==> src/sv/ospf_pkg.sv <==
`timescale 1ns / 1ps
`default_nettype none

package ospf_pkg;

    localparam int MAX_BINS_DEF    = 1024;
    localparam int SAMPLE_BITS_DEF = 16;

    localparam int IDX_W     = 10;
    localparam int COUNT_W   = 11;
    localparam int SCALE_W   = 16;
    localparam int POWER_W   = 34;
    localparam int CFG_IDX_W = 1;
    localparam int CFG_W     = 16;
    localparam int FRAC_W    = 16;

    localparam logic [COUNT_W-1:0] COUNT_RST = 11'd1024;
    localparam logic [SCALE_W-1:0] SCALE_RST = 16'd1311;
    localparam logic [COUNT_W-1:0] COUNT_MIN = 11'd2;

    localparam logic [CFG_IDX_W-1:0] REG_BIN_COUNT   = 1'b0;
    localparam logic [CFG_IDX_W-1:0] REG_POWER_SCALE = 1'b1;

    localparam logic OP_WRITE = 1'b0;
    localparam logic OP_READ  = 1'b1;

    typedef struct packed {
        logic accept;
        logic fetch_a;
        logic fetch_b;
        logic square;
        logic add;
        logic scale;
        logic load;
    } cmd_t;

    typedef struct packed {
        logic is_read;
        logic rd_err;
        logic out_free;
    } sts_t;

endpackage

`default_nettype wire

==> src/sv/ospf_ctrl.sv <==
`timescale 1ns / 1ps
`default_nettype none

module ospf_ctrl (
    input  wire logic           clk,
    input  wire logic           rst_n,
    input  wire logic           req_valid,
    output logic                req_stall,
    input  wire ospf_pkg::sts_t sts,
    output ospf_pkg::cmd_t      cmd
);

    localparam logic [2:0] S_IDLE    = 3'd0;
    localparam logic [2:0] S_FETCH_A = 3'd1;
    localparam logic [2:0] S_FETCH_B = 3'd2;
    localparam logic [2:0] S_SQUARE  = 3'd3;
    localparam logic [2:0] S_ADD     = 3'd4;
    localparam logic [2:0] S_SCALE   = 3'd5;
    localparam logic [2:0] S_LOAD    = 3'd6;

    logic [2:0] state_reg;
    logic [2:0] state_next;
    logic       accept;

    assign req_stall = (state_reg != S_IDLE);
    assign accept    = req_valid && (state_reg == S_IDLE);

    always_comb
    begin
        state_next = state_reg;
        cmd        = '0;
        cmd.accept = accept;
        unique case (state_reg)
            S_IDLE:
            begin
                if (accept && sts.is_read)
                    state_next = sts.rd_err ? S_LOAD : S_FETCH_A;
            end
            S_FETCH_A:
            begin
                cmd.fetch_a = 1'b1;
                state_next  = S_FETCH_B;
            end
            S_FETCH_B:
            begin
                cmd.fetch_b = 1'b1;
                state_next  = S_SQUARE;
            end
            S_SQUARE:
            begin
                cmd.square = 1'b1;
                state_next = S_ADD;
            end
            S_ADD:
            begin
                cmd.add    = 1'b1;
                state_next = S_SCALE;
            end
            S_SCALE:
            begin
                cmd.scale  = 1'b1;
                state_next = S_LOAD;
            end
            S_LOAD:
            begin
                if (sts.out_free)
                begin
                    cmd.load   = 1'b1;
                    state_next = S_IDLE;
                end
            end
            default:
            begin
                state_next = S_IDLE;
            end
        endcase
    end

    always_ff @(posedge clk or negedge rst_n)
    begin
        if (!rst_n)
            state_reg <= S_IDLE;
        else
            state_reg <= state_next;
    end

endmodule

`default_nettype wire

==> config.mk <==
export PLATFORM = sky130hd
export DESIGN_NAME = ospf_ctrl
export DESIGN_NICKNAME = d
export VERILOG_FILES = /design/src/sv/ospf_pkg.sv /design/src/sv/ospf_ctrl.sv
export SDC_FILE = /design/constraint.sdc
export NUM_CORES = 1
export LEC_CHECK = 0
export BUFFER_PORTS_ARGS = -buffer_cell sky130_fd_sc_hd__buf_2
export CORE_AREA = 5 5 42 44
export DETAILED_ROUTE_END_ITERATION = 8
export DIE_AREA = 0 0 47 49
export GPL_TIMING_DRIVEN = 0
export PLACE_DENSITY = 0.37
export SLEW_MARGIN = 20
export SYNTH_ARGS = -nofsm -noshare
export SYNTH_HDL_FRONTEND = slang
export SYNTH_SLANG_ARGS = --single-unit
==> constraint.sdc <==
create_clock -name clk -period 3 [get_ports clk]
set_clock_uncertainty 0.2 [all_clocks]
set_input_delay 0.15 -clock clk [delete_from_list [all_inputs] [get_ports clk]]
set_output_delay 0.15 -clock clk [all_outputs]
set_load 0.1 [all_outputs]
Word level (Yosys, flattened, before mapping)
Cells that the tools add are included.
Cells by class
  reductions and logical operators: 5
  mux-type cells: 11
  equal/unequal tests: 8
Operator list (count)
  3-bit one-hot mux with 7 select lines: 1
  3-bit == test (second input constant): 3
  3-bit two-way mux: 3
  1-bit two-way mux: 7
  3-bit by 2-bit == test with 1-bit output (second input constant): 2
  3-bit by 1-bit == test with 1-bit output (second input constant): 1
  3-bit logical NOT: 1
  3-bit nonzero test: 1
  1-bit logical AND: 2
  2-bit by 1-bit != test with 1-bit output (second input constant): 1
  2-bit != test (second input constant): 1
  2-bit AND reduction: 1
Word-level totals
  output and inout bits: 8
  flip-flop bits (word level): 3
  input bits: 6
  word-level logic and storage cells: 25

Logic depth before layout (Yosys ltp)
Gate-level depths: netlist of run 1.
  word-level depth: 5
  depth in mapped cells: 4
  mapped depth without buffers: 3

Worst setup path before layout of run 1
No wires, ideal clock.
  path type: reg2out
  start point: register state_reg[1]
  end point: output cmd[4] (netlist name)
  path buffers: 0
  data required time: 2650 ps
  arrival time: 2584 ps
  stages on the path, launching flop included: 3
  slack: 66 ps
  path through: dfrtp_1 > inv_1 > nor3_1
RTL lines
  start: declaration: line ospf_ctrl.sv:21  | logic [2:0] state_reg;
  start signal: assignment: line ospf_ctrl.sv:84  | state_reg <= state_next;
  end: declaration: line ospf_ctrl.sv:10  | output ospf_pkg::cmd_t cmd

Worst setup path after layout of run 1
  start point: register state_reg[1]
  end point: output cmd[6] (netlist name)
On the way
  longest elaborated chain between the ends: 2
RTL lines
  3-bit logical NOT: line ospf_ctrl.sv:26  | assign accept = req_valid && (state_reg == S_IDLE);
  1-bit logical AND: line ospf_ctrl.sv:26
No other way between the ends.

==> impl_metrics.json, run 1 <==
{
  "endpoint_kind": "output pin",
  "reg2regPathDepth": 3,
  "layout_commonest_cell": "buf_2",
  "layout-drive-gt1-share": 0.4889,
  "finalWeightedCongestion": 0.7086,
  "portBuffers": 13,
  "wirelength_um": 622,
  "boundaryPins": 14,
  "die_h_um": 49,
  "cts_resized": 0,
  "finalNetCount": 52,
  "synth_cell_types": 18,
  "setup_viol": 0,
  "final_core_util": 0.2482,
  "largest_register_ffs": 3,
  "status": "finished clean",
  "clkSinkCount": 3,
  "syn_area_um2": 226.5,
  "antenna_left": 0,
  "r2r-start": "state_reg[1]",
  "diodes": 0,
  "antenna_found_initial": 0,
  "hold_viol_final": 0,
  "rsz0062_at_grt": "no",
  "htree_levels": 1,
  "fp.dieW_um": 47,
  "r2r_slack_ns": 1.73,
  "cts_tree": "done",
  "finalSetupTns_ns": 0,
  "grt_max_degree": 11,
  "numCtsBuffers": 3,
  "critPathRequiredTime_ns": 2.65,
  "worstMarginPinSlew_ns": 0.4890,
  "root_buffer": "clkbuf_4",
  "dpl.hpwl_um": 487.2,
  "syn-instance-count": 27,
  "initial_core_util": 0.1616,
  "core_mm2": 0.001401,
  "mostFrequentLayoutCells": "14 x buf_2, 5 x inv_1, 3 x clkbuf_4, 3 x dfrtp_1",
  "drc": 0,
  "hold_class": "primary input to asynchronous set/reset pin",
  "critPathArrivalTime_ns": 1.68,
  "final_max_slew_viol_count": 0,
  "area_delta_synth_final_pct": 53.59,
  "clk_path_buf_depth": 2,
  "clock_latency_ns": 0.23,
  "slew_headroom": 0.6762,
  "firstDrtPassIters": 3,
  "fmax_ghz": 0.4915,
  "wl_per_cell_um": 10.20,
  "yosysWarnings": 0,
  "grt_pass1_vias": 262,
  "via_per_inst": 4.098,
  "min_period_ns": 2.035,
  "timing.rr.end": "state_reg[2]",
  "finalWorstSetupSlack_ns": 0.9652,
  "crit_fanout": 8,
  "grt_first_pass_wirelength_um": 1041,
  "worstSetupStartpointType": "flop",
  "crit_chain": "or3_4 -> nor2_2 -> buf_4 -> buf_2",
  "max_cap_violations": 0,
  "critPathKind": "flop to output pin",
  "dieArea_mm2": 0.002303,
  "placementRows": 14,
  "dp_slack_ns": 1.201,
  "min_period_over_period": 0.6783,
  "syn_nets": 33,
  "ys_seq_area_frac": 0.3315,
  "critical-path-slowest-cell": "dfrtp_1",
  "grt_usage": 0.06695,
  "overflow": 0,
  "drtIter0Drc": 9,
  "cp_slowest_stage_delay_ns": 0.45,
  "synth.avg_cell_area_um2": 8.388,
  "path_clk_slew_ns": 0.04,
  "via_count": 250,
  "yosys_register_bits": 3
}
-- critical path, delay by kind of cell, from the launching register on --
family	cells	cell delay (ns)
simple gates	2	0.50
buf+inv	2	0.51
flops	1	0.45
-- routing by layer --
layer	vias to the layer above	part of all wire	GRT usage
met5	-	0	0
met4	0	0	0.06912
met3	0	0.032	0.03321
met2	5	0.54	0.09502
met1	110	0.43	0.06388
li1	135	-	-
-- cell usage after synthesis --
cell type / n / area (µm²)
nand4b_1: 1 / 8.760
o21ai_0: 1 / 5.000
a41oi_1: 1 / 8.760
or3_4: 1 / 11.26
inv_1: 5 / 18.77
nor2_1: 1 / 3.750
a211oi_1: 1 / 7.510
a311oi_1: 1 / 8.760
and4_2: 1 / 10.01
buf_2: 1 / 5.000
and3_1: 2 / 12.51
buf_4: 1 / 7.510
nor3_1: 2 / 10.01
nor2_2: 1 / 6.260
and3b_2: 1 / 10.01
a31oi_1: 2 / 12.51
dfrtp_1: 3 / 75.07
a21oi_1: 1 / 5.000
-- layout make-up --
| cell class | count | area, µm² |
|---|---|---|
| Buffer | 2 | 12.51 |
| Clock buffer | 4 | 26.28 |
| Fill cell | 172 | 1054 |
| Inverter | 5 | 18.77 |
| Multi-Input combinational cell | 17 | 120.1 |
| Sequential cell | 3 | 75.07 |
| Tap cell | 16 | 20.02 |
| Timing Repair Buffer | 14 | 75.07 |
-- worst max-delay path by stage --
stage                 startpoint      to  cells after the start
floorplan           state_reg[1]  cmd[4]                      2
global placement    state_reg[1]  cmd[6]                      4
detailed placement  state_reg[1]  cmd[6]                      4
CTS                 state_reg[1]  cmd[6]                      4
global route        state_reg[1]  cmd[6]                      4
finish              state_reg[1]  cmd[6]                      4
-- per-stage QoR --
step / cells / hold WS, ns / cell area, µm²
floorplan: 27 / -0.3456 / 226.5
global placement: 56 / -0.2530 / 311.5
detailed placement: 56 / -0.2523 / 311.5
CTS: 61 / 0.03958 / 347.8
global route: 61 / 0.05018 / 347.8
finish: 61 / 0.04039 / 347.8
-- kinds of logic (layout without fill, tap and decap cells) --
logic type / after synthesis / in the layout / synth area share
AO/OA/AOI/OAI: 7 / 7 / 0.2099
buffers and inverters: 7 / 25 / 0.1381
flip-flops: 3 / 3 / 0.3315
AND/OR/NAND/NOR: 10 / 10 / 0.3204
-- repair_timing --
action / 4_1_cts / 5_1_grt
hold buffers: 1 / 0
hold endpoints to repair: 3 / 0
buffers inserted: 0 / 0
Power of run 1 is left out: the tool's default activity adds up to more than one toggle a clock period on the data nets, which glitch-free logic cannot reach.
==> run 2: changes to the inputs <==
==> constraint.sdc (replaced) <==
create_clock -name clk -period 2 [get_ports clk]
set_clock_uncertainty 0.2 [all_clocks]
set_input_delay 0.1 -clock clk [delete_from_list [all_inputs] [get_ports clk]]
set_output_delay 0.1 -clock clk [all_outputs]
set_load 0.1 [all_outputs]
==> impl_metrics.json, run 2 (same netlist as run 1, synthesis figures left out) <==
{
  "dp_cells": 56,
  "instances_no_fill": 65,
  "critPathBufInv": 2,
  "finalNetCount": 56,
  "wl_per_cell_um": 10.31,
  "firstDrtPassIters": 3,
  "crit_fanout": 8,
  "drc": 0,
  "critical-path-slowest-cell": "dfrtp_1",
  "clkSinkCount": 3,
  "critPathRequiredTime_ns": 1.70,
  "boundaryPins": 14,
  "path_clk_slew_ns": 0.04,
  "overflow": 0,
  "die_h_um": 49,
  "portBuffers": 13,
  "crit_chain": "or3_4 -> nor2_2 -> buf_4 -> buf_4",
  "core_mm2": 0.001401,
  "placementRows": 14,
  "via_per_inst": 4.138,
  "status": "finished clean",
  "antenna_found_initial": 0,
  "grt_pass1_vias": 233,
  "cp_top_family": "simple AND/OR/NAND/NOR gates",
  "diodes": 0,
  "fin_area_um2": 400.4,
  "fillers": 164,
  "root_buffer": "clkbuf_4",
  "hold_viol_final": 0,
  "grt_usage": 0.06483,
  "initial_core_util": 0.1616,
  "layout-drive-gt1-share": 0.4898,
  "finalSetupTns_ns": 0,
  "numCtsBuffers": 3,
  "finalWeightedCongestion": 0.7204,
  "cp_common_cell": "buf_4",
  "wirelength_um": 670,
  "cp_slowest_stage_delay_ns": 0.45,
  "hold_class": "primary input to flop",
  "via_count": 269,
  "htree_levels": 1,
  "whs_ns": 0.08686,
  "drtIter0Drc": 4,
  "endpoint_kind": "output pin",
  "critPathArrivalTime_ns": 1.56,
  "dieArea_mm2": 0.002303,
  "postCtsSetupBuffers": 0,
  "cts_tree": "done",
  "largest_register_ffs": 3,
  "grt_first_pass_wirelength_um": 1048,
  "worstMarginPinSlew_ns": 0.4896,
  "final_max_slew_viol_count": 0,
  "rsz0062_at_grt": "no",
  "layout_commonest_cell": "buf_2",
  "worstSetupStartpointType": "flop",
  "post_dp_cell_area_um2": 321.6,
  "fp.dieW_um": 47,
  "clock_latency_ns": 0.23,
  "setup_viol": 0,
  "fmax_ghz": 0.5367,
  "max_cap_violations": 0,
  "mostFrequentLayoutCells": "13 x buf_2, 5 x inv_1, 5 x dlygate4sd3_1",
  "min_period_over_period": 0.9317,
  "critPathKind": "flop to output pin",
  "slew_headroom": 0.6758,
  "antenna_left": 0,
  "min_period_ns": 1.863,
  "area_delta_synth_final_pct": 76.80,
  "grt_max_degree": 11,
  "clk_path_buf_depth": 2
}
[run 2: repair_timing]
action                                  4_1_cts  5_1_grt
endpoints found under the setup margin        1        0
hold buffers                                  5        0
resized for setup                             1        0
endpoints found under the hold margin         4        0
[run 2: stage by stage]
stage | util | worst slack [ns]
4_1_cts | 0.2857 | 0.1184
3_3_place_gp | 0.2295 | 0.2567
5_1_grt | 0.2857 | 0.06118
3_5_place_dp | 0.2295 | 0.2416
6_report | 0.2857 | 0.1366
2_1_floorplan | - | -0.05813
[run 2: worst paths after layout]
| path | start | end | slack (ns) | cells past startpoint |
|---|---|---|---|---|
| max | state_reg[1] | cmd[6] | 0.14 | 4 |
| min | sts[2] | state_reg[2] | 0.09 | 3 |
| max reg2reg | state_reg[2] | state_reg[1] | 0.21 | 4 |
| min reg2reg | state_reg[0] | state_reg[0] | 0.37 | 1 |
| max in group asynchronous | rst_n | state_reg[2] | 0.93 | 3 |
| min in group asynchronous | rst_n | state_reg[0] | 0.53 | 3 |
[run 2: metal layers]
layer  vias to the layer above  routed length [µm]  track usage
met5                         -                   0            0
met4                         0                   0      0.02765
met3                         0                  57      0.04428
met2                         9                 315      0.09050
met1                       119                 298      0.07489
li1                        141                   -            -
[run 2: worst register-to-register path: stages, from the launching register on]
cell	delay [ns]
dfrtp_1	0.39
buf_2	0.19
nand4b_1	0.17
dlygate4sd3_1	0.56
a31oi_1	0.19
[run 2: layout make-up]
type / instances / area (µm²) / area share
sequential: 3 / 75.07 / 0.1875
tap: 16 / 20.02 / 0.05000
buffer: 2 / 12.51 / 0.03125
inverter: 5 / 18.77 / 0.04688
timing repair buffer: 18 / 117.6 / 0.2938
clock buffer: 4 / 26.28 / 0.06563
multi-input combinational: 17 / 130.1 / 0.3250
Power of run 2 is left out for the same reason.
==> run 3: changes to the inputs <==
--- a/config.mk
+++ b/config.mk
@@ -5,13 +5,14 @@
 export SDC_FILE = /design/constraint.sdc
 export NUM_CORES = 1
 export LEC_CHECK = 0
+export ABC_AREA = 1
 export BUFFER_PORTS_ARGS = -buffer_cell sky130_fd_sc_hd__buf_2
 export CORE_AREA = 5 5 42 44
 export DETAILED_ROUTE_END_ITERATION = 8
 export DIE_AREA = 0 0 47 49
 export GPL_TIMING_DRIVEN = 0
-export PLACE_DENSITY = 0.37
-export SLEW_MARGIN = 20
+export PLACE_DENSITY = 0.39
+export SLEW_MARGIN = 10
 export SYNTH_ARGS = -nofsm -noshare
 export SYNTH_HDL_FRONTEND = slang
 export SYNTH_SLANG_ARGS = --single-unit
==> impl_metrics.json, run 3 <==
{
  "status": "finished clean",
  "path_clk_slew_ns": 0.03,
  "worstSetupStartpointType": "flop",
  "firstDrtPassIters": 4,
  "fmax_ghz": 0.5383,
  "dp_slack_ns": 0.3729,
  "syn_nets": 45,
  "portBuffers": 13,
  "cts_resized": 0,
  "netlist.area_leader.share": 0.3000,
  "yosysTopAreaCell": "dfrtp_1",
  "final_max_slew_viol_count": 0,
  "fin_area_um2": 406.6,
  "setup_viol": 0,
  "dieArea_mm2": 0.002303,
  "syn_area_um2": 250.2,
  "critPathKind": "flop to output pin",
  "yosys_register_bits": 3,
  "grt_first_pass_wirelength_um": 1152,
  "fp.dieW_um": 47,
  "antenna_left": 0,
  "initial_core_util": 0.1786,
  "largest_register_ffs": 3,
  "whs_ns": 0.08940,
  "dpl.hpwl_um": 541.5,
  "antenna_found_initial": 0,
  "layout_commonest_cell": "buf_2",
  "placementRows": 14,
  "yosys-top-cells-area": "dfrtp_1 30%, nand2_1 14%, nor2_1 11%",
  "final_core_util": 0.2902,
  "rsz0062_at_grt": "no",
  "post_dp_cell_area_um2": 350.3,
  "finalWeightedCongestion": 0.6983,
  "via_count": 297,
  "syn-instance-count": 39,
  "max_cap_violations": 0,
  "synth_cell_types": 13,
  "boundaryPins": 14,
  "synth_edf_count": 0,
  "grt_max_degree": 10,
  "die_h_um": 49,
  "worstHoldStart": "sts[2]",
  "worstHoldPathCells": 5,
  "min_period_over_period": 0.9288,
  "worstMarginPinSlew_ns": 0.4871,
  "clk_path_buf_depth": 2,
  "synth.avg_cell_area_um2": 6.416,
  "via_per_inst": 3.960,
  "cts_tree": "done",
  "synth.most_common_cell": "nand2_1",
  "mostFrequentLayoutCells": "13 x buf_2, 8 x nand2_1, 6 x nor2_1",
  "area_delta_synth_final_pct": 62.50,
  "grt_pass1_vias": 291,
  "hold_path_end": "state_reg[1]",
  "wirelength_um": 682,
  "r2r-start": "state_reg[2]",
  "layout-drive-gt1-share": 0.4407,
  "yosysWarnings": 0,
  "drc": 0,
  "wl_per_cell_um": 9.093,
  "slew_headroom": 0.6775,
  "clkSinkCount": 3,
  "finalWorstSetupSlack_ns": 0.1424,
  "timing.rr.end": "state_reg[2]",
  "htree_levels": 1,
  "drtIter0Drc": 8,
  "hold_class": "primary input to flop",
  "min_period_ns": 1.858,
  "critPathRequiredTime_ns": 1.70,
  "finalNetCount": 66,
  "clock_latency_ns": 0.23,
  "overflow": 0,
  "endpoint_kind": "output pin",
  "core_mm2": 0.001401,
  "ys.flop_type": "dfrtp_1",
  "grt_usage": 0.06911,
  "synthTopCellsByCount": "9 x nand2_1, 7 x nor2_1, 5 x inv_1",
  "hold_viol_final": 0,
  "numCtsBuffers": 3,
  "critPathArrivalTime_ns": 1.56,
  "ys_seq_area_frac": 0.3000,
  "diodes": 0,
  "root_buffer": "clkbuf_4",
  "r2r_slack_ns": 0.70,
  "crit_fanout": 9,
  "reg2regPathDepth": 4,
  "async_flop_share": 1.000
}
==> run 3: cells by family after synthesis <==
family / synth area share
AO/OA/AOI/OAI: 0.04999
flip-flops: 0.3000
AND/OR/NAND/NOR: 0.5000
buffers and inverters: 0.1500
==> run 3: stage by stage <==
step,std cells,setup TNS [ns]
after CTS,75,0
after global routing,75,0
after floorplan,39,-0.6259
after global placement,68,0
after detailed placement,68,0
final,75,0
==> run 3: repair_timing <==
| item | 4_1_cts | 5_1_grt |
|---|---|---|
| endpoints found under the hold margin | 4 | 0 |
| setup buffers | 0 | 0 |
| hold buffers | 3 | 0 |
==> run 3: worst max path at each step <==
stage | from | to | slack, ns | depth (start not counted)
finish | state_reg[1] | cmd[6] | 0.14 | 6
global route | state_reg[0] | cmd[5] | 0.06 | 4
floorplan | state_reg[1] | cmd[1] | -0.30 | 3
CTS | state_reg[1] | cmd[6] | 0.12 | 6
detailed placement | state_reg[1] | cmd[6] | 0.37 | 6
global placement | state_reg[1] | cmd[6] | 0.37 | 6
==> run 3: final cells by class <==
class                           count  area, µm²
Buffer                              2      15.01
Clock buffer                        4      26.28
Tap cell                           16      20.02
Fill cell                         175      994.7
Multi-Input combinational cell     28      152.6
Inverter                            6      22.52
Timing Repair Buffer               16      95.09
Sequential cell                     3      75.07
==> run 3: worst max-delay path, cell delays in order (launching register included) <==
cell,delay (ns)
dfrtp_1,0.35
buf_4,0.16
nor2_1,0.16
nand2_2,0.07
nor2_1,0.08
buf_4,0.10
buf_2,0.41
==> run 3: routing by layer <==
layer | global-route usage | up-vias | part of all wire
met3 | 0.01476 | 0 | 0.048
li1 | - | 162 | -
met1 | 0.08168 | 131 | 0.43
met2 | 0.1018 | 4 | 0.52
met4 | 0.05530 | 0 | 0
met5 | 0 | - | 0
Power of run 3 is left out for the same reason.
